--- src/rtl/core/frt_pkg.sv ---
// ----------------------------------------------------------------------------
// frt_pkg
// Shared types and constants for the fragment reassembly tracker.
// ----------------------------------------------------------------------------
package frt_pkg;

  // fixed field widths
  localparam int LEN_W   = 16;
  localparam int KIND_W  = 2;
  localparam int SEQ_W   = 8;
  localparam int IDX_W   = 8;
  localparam int TIME_W  = 32;
  localparam int STAT_W  = 3;
  localparam int TOTAL_W = 21;
  localparam int CFG_IDX_W = 4;
  localparam int CFG_DATA_W = 32;

  // one context per sequence id
  localparam int CONTEXTS = 256;

  // fragment kinds
  localparam logic [KIND_W-1:0] KIND_WHOLE = 2'd0;
  localparam logic [KIND_W-1:0] KIND_MID   = 2'd1;
  localparam logic [KIND_W-1:0] KIND_LAST  = 2'd2;

  // result status codes
  localparam logic [STAT_W-1:0] ST_TOO_SHORT = 3'd0;
  localparam logic [STAT_W-1:0] ST_BAD_INDEX = 3'd1;
  localparam logic [STAT_W-1:0] ST_DUPLICATE = 3'd2;
  localparam logic [STAT_W-1:0] ST_STORED    = 3'd3;
  localparam logic [STAT_W-1:0] ST_WHOLE     = 3'd4;
  localparam logic [STAT_W-1:0] ST_COMPLETE  = 3'd5;

  // configuration register indexes
  localparam logic [CFG_IDX_W-1:0] REG_TIMEOUT      = 4'd0;
  localparam logic [CFG_IDX_W-1:0] REG_SWEEP_PERIOD = 4'd1;

  // register reset values
  localparam logic [TIME_W-1:0] TIMEOUT_RST      = 32'd10000;
  localparam logic [TIME_W-1:0] SWEEP_PERIOD_RST = 32'd1000;

  // input fragment descriptor
  typedef struct packed {
    logic [LEN_W-1:0]  item_length;
    logic [KIND_W-1:0] frag_kind;
    logic [SEQ_W-1:0]  sequence_req;
    logic [IDX_W-1:0]  piece_index;
    logic [TIME_W-1:0] now_ms;
  } in_item_t;

  // result descriptor
  typedef struct packed {
    logic [STAT_W-1:0]  status;
    logic [SEQ_W-1:0]   sequence_out;
    logic [LEN_W-1:0]   payload_length;
    logic [TOTAL_W-1:0] reassembled_length;
  } out_item_t;

  // age compare flags
  typedef struct packed {
    logic gt;
    logic lt;
  } age_cmp_t;

endpackage

--- src/rtl/core/frt_age_cmp.sv ---
// ----------------------------------------------------------------------------
// frt_age_cmp
// Shared age unit: elapsed time modulo 2^32 compared against a limit.
// ----------------------------------------------------------------------------
module frt_age_cmp (
  input  logic [frt_pkg::TIME_W-1:0] now_ms,
  input  logic [frt_pkg::TIME_W-1:0] ref_ms,
  input  logic [frt_pkg::TIME_W-1:0] limit_ms,
  output frt_pkg::age_cmp_t          flags
);

  logic [frt_pkg::TIME_W-1:0] age;

  // wrapping difference then magnitude compare
  assign age      = now_ms - ref_ms;
  assign flags.gt = age > limit_ms;
  assign flags.lt = age < limit_ms;

endmodule

--- config.mk ---
export PLATFORM = sky130hd
export DESIGN_NAME = frt_age_cmp
export DESIGN_NICKNAME = d
export VERILOG_FILES = /design/src/rtl/core/frt_pkg.sv /design/src/rtl/core/frt_age_cmp.sv
export SDC_FILE = /design/constraint.sdc
export NUM_CORES = 1
export LEC_CHECK = 0
export BUFFER_PORTS_ARGS = -buffer_cell sky130_fd_sc_hd__buf_2
export CAP_MARGIN = 5
export CORE_MARGIN = 10
export CORE_UTILIZATION = 25
export DETAILED_ROUTE_END_ITERATION = 12
export MAX_ROUTING_LAYER = met4
export PLACE_DENSITY = 0.55
export RECOVER_POWER = 25
export SLEW_MARGIN = 20
export SYNTH_ARGS = -nofsm -noshare
export SYNTH_HDL_FRONTEND = slang
export SYNTH_SLANG_ARGS = --single-unit
export TNS_END_PERCENT = 10
--- constraint.sdc ---
create_clock -name vclk -period 17.9
set_input_delay 4.475 -clock vclk [all_inputs]
set_output_delay 4.475 -clock vclk [all_outputs]
set_load 0.05 [all_outputs]
Yosys cells after proc, flatten, opt, wreduce, memory -nomap -nowiden
Index checks and enable logic that the tools add are counted.
Storage, ports and cells
  flip-flop bits (word level): 0
  memory bits (writable): 0
  memories kept: 0
  input port bits: 96
  latch bits: 0
  ROM bits: 0
  word-level logic and storage cells: 3
Operators by class
  divide/modulo/power cells: 0
  shift-type cells: 0
  order comparisons: 2
  bitwise gates (word level): 0
  multiply operators: 0
  equal/unequal tests: 0
  $add $sub $neg: 1
  reduce and logical (&&, ||, !) cells: 0
  multiplexer cells: 0
Operators with widths (number)
  > comparator 32 bit: 1
  less-than comparator 32 bit: 1
  subtractor 32 bit: 1

Depth between registers and ports, before layout
  word-level depth: 2
  depth in mapped cells: 19
  mapped depth without buffers: 19

Worst setup path after synthesis
Ideal clock, no wire load.
  path kind: input port to output port
  from: in ref_ms[1] in the netlist's numbering
  to: out flags[0] in the netlist's numbering
  stages on the path: 16
  slack: 5.080 ns
  arrival time: 8.345 ns
  cell sequence: inv_1 -> ha_1 -> nor2b_1 -> o31a_1 -> o311ai_4 -> a21oi_2 -> o41ai_4 -> o21ai_1 -> xor2_1 -> ha_1 -> a21o_1 -> a21o_1 -> a21oi_1 -> o21ai_0 -> a21oi_1 -> a21boi_0
RTL lines
  from (decl): RTL line frt_age_cmp.sv:7  | input logic [frt_pkg::TIME_W-1:0] ref_ms,
  to (decl): RTL line frt_age_cmp.sv:9  | output frt_pkg::age_cmp_t flags

==> flow_summary.yaml <==
global_route:
  grt_pass1_wl_mm: 13.5
  busiest_layer: "met2"
  antenna_found_initial: 0
  grt_start_max_net_pins: 9
  grt_pass1_vias: 2910
  track_usage: 0.108
  grtUsageMet3: 0.0106
  use_met1: 0.149
  overflow: 0
  use_met2: 0.173
final_layout:
  design.seq.count: 0
  area_growth_pct: 24.7
  clock_buffers: 0
  fin_nets: 626
  drive_above_1_share: 0.244
  diodes: 0
  fillers: 1145
  regArea_um2: 0
  finalInstanceArea_mm2: 0.00330
die:
  die_w_um: 123
  core_mm2: 0.0103
  num_rows: 37
  start_util: 0.256
  die_h_um: 123
  die_area_mm2: 0.0151
  io_pins: 98
cts:
  cts_hold_buffers: 0
  cts_resized: 0
  cts_setup_buffers: 0
job:
  drv_cap: 0
sta:
  setup_viol: 0
  finalHoldViolCount: 0
  drv_slew: 0
  slew_headroom: 0.596
  rsz0062_at_grt: "false"
  fin_tns_setup_ns: 0
  period_minus_slack_ns: 12.81
  finalCritPeriodShare: 0.716
  clock.fmax_mhz: 78.1
  tightestPinTransition_ns: 0.599
route:
  drt_wl_total_mm: 8.22
  vias_per_cell: 4.65
  first_iter_violations: 78
  dr_total_vias: 2792
  drc: 0
  firstDrtPassIters: 4
  post_drt_wl_per_cell_um: 13.7
  route.antenna.remaining_nets: 0
setup_path:
  path_max_fanout: 3
  startpoint_type: "input pin"
  critPathKind: "in -> out"
  crit_path_end_kind: "output pin"
  critPathRequiredTime_ns: 13.43
  worst_ep_arrival_time_ns: 8.34
power:
  p_leak_uw: 0.00189
  peakVddDrop_mv: 0.0271
  cellPowerDensity_mw_per_mm2: 39.6
yosys:
  synth.yosys.seq_area_share: 0
  synthTopCellsByCount: "71 x inv_1, 63 x ha_1, 39 x a21oi_1, 24 x a21o_1, 21 x nand2_1"
  post-synth-top-count-cell: "inv_1"
  ys.warnings.count: 0
  synth-compound-area-share: 0.348
  syn_nets: 528
  ys_top_cells_by_area: "ha_1 30%, inv_1 10%, a21oi_1 7.4%"
  synth_top_family_by_area: "compound AO/OA/AOI/OAI gates"
  yosys.area_share.simple: 0.147
  netlist_area_mm2: 0.00264
  synthXorXnorAreaFrac: 0.0961
  synth.largest_area_cell: "ha_1"
  syn_inst: 368
  syn-mean-instance-area_um2: 7.18
  synthMuxAreaShare: 0
  synth_top_cell_area_share: 0.298
  synth_cell_types: 49
  synth-adder-area-share: 0.306
placement:
  routabilityCongestion: 0.840
  dp.final_hpwl_mm: 7.48
  placed_area_mm2: 0.00330
  port_buffers: 98
outcome:
  outcome: "finished clean"
min_path:
  hold_path_class: "in -> out"
-- placed cells by master, fill, tap and decap left out, drive strengths merged, types with 2 or more instances in the layout --
master / netlist / layout
and3b: 2 / 2
xor2: 11 / 11
xnor2: 18 / 18
o21bai: 2 / 2
a21o: 24 / 24
o21a: 11 / 11
nand3: 7 / 7
a21boi: 4 / 4
or2: 5 / 5
nand4: 10 / 10
o21ai: 20 / 20
o41ai: 2 / 2
a31o: 2 / 2
a31oi: 6 / 6
nor2b: 6 / 6
a221oi: 2 / 2
and3: 3 / 3
buf: 0 / 98
o211ai: 3 / 3
nor3: 4 / 4
nand2: 21 / 21
nor2: 7 / 7
and2: 3 / 3
ha: 63 / 63
a21oi: 41 / 41
a211o: 2 / 2
and4: 2 / 2
inv: 71 / 71
-- metrics by stage --
| step | utilization | hold WS (ns) | instances | setup WS [ns] | total power [µW] |
|---|---|---|---|---|---|
| 2_1_floorplan | - | 9.57 | 368 | 5.08 | 96.5 |
| 3_3_place_gp | 0.319 | 9.75 | 600 | 5.20 | 129 |
| 3_5_place_dp | 0.319 | 9.75 | 600 | 5.22 | 130 |
| 4_1_cts | 0.319 | 9.75 | 600 | 5.20 | 131 |
| 5_1_grt | 0.319 | 9.84 | 600 | 4.81 | 148 |
| 6_report | 0.319 | 9.75 | 600 | 5.09 | 130 |
-- worst paths after layout --
kind,from,endpoint,slack (ns),cells after the start
worst max-delay path,now_ms[0],flags[0],5.09,20
worst min-delay path,limit_ms[4],flags[0],9.75,7
-- worst max-delay path: stages --
cell      delay [ns]
buf_2           0.10
inv_1           0.05
ha_1            0.16
inv_1           0.05
fa_1            0.40
a21oi_1         0.18
nand4b_1        0.19
a21boi_0        0.19
a311oi_2        0.40
a221oi_2        0.12
o22a_1          0.19
xor2_1          0.15
ha_1            0.18
a21o_1          0.17
a21o_1          0.16
a21oi_1         0.21
o21ai_0         0.14
a21oi_1         0.20
a21boi_0        0.29
buf_2           0.33
-- cells by family (layout without fill, tap and decap cells) --
logic type / after synthesis / after routing
adders and majority gates: 64 / 64
xor gates and xnor gates: 29 / 29
buffers and inverters: 73 / 169
and+or+nand+nor: 73 / 73
AOI/OAI and AO/OA: 129 / 129
-- layer usage --
layer  vias up  wire length (µm)
met3         2               295
met2        61              3660
li1       1513                 -
met4         0                26
met5         -                 0
met1      1216              4240
-- power by group --
group / internal, µW / leakage [µW] / switching (µW) / total (µW)
Clock: 0 / 0 / 0 / 0
Combinational: 59.0 / 0.00189 / 71.4 / 130
Sequential: 0 / 0 / 0 / 0
-- final cells by class --
class | count | area [µm²] | share of cell area
well taps | 136 | 170 | 0.0516
multi-input cells | 295 | 2370 | 0.719
repair buffers | 98 | 490 | 0.149
inverters | 71 | 267 | 0.0808
(Power assumes the default switching activity.)
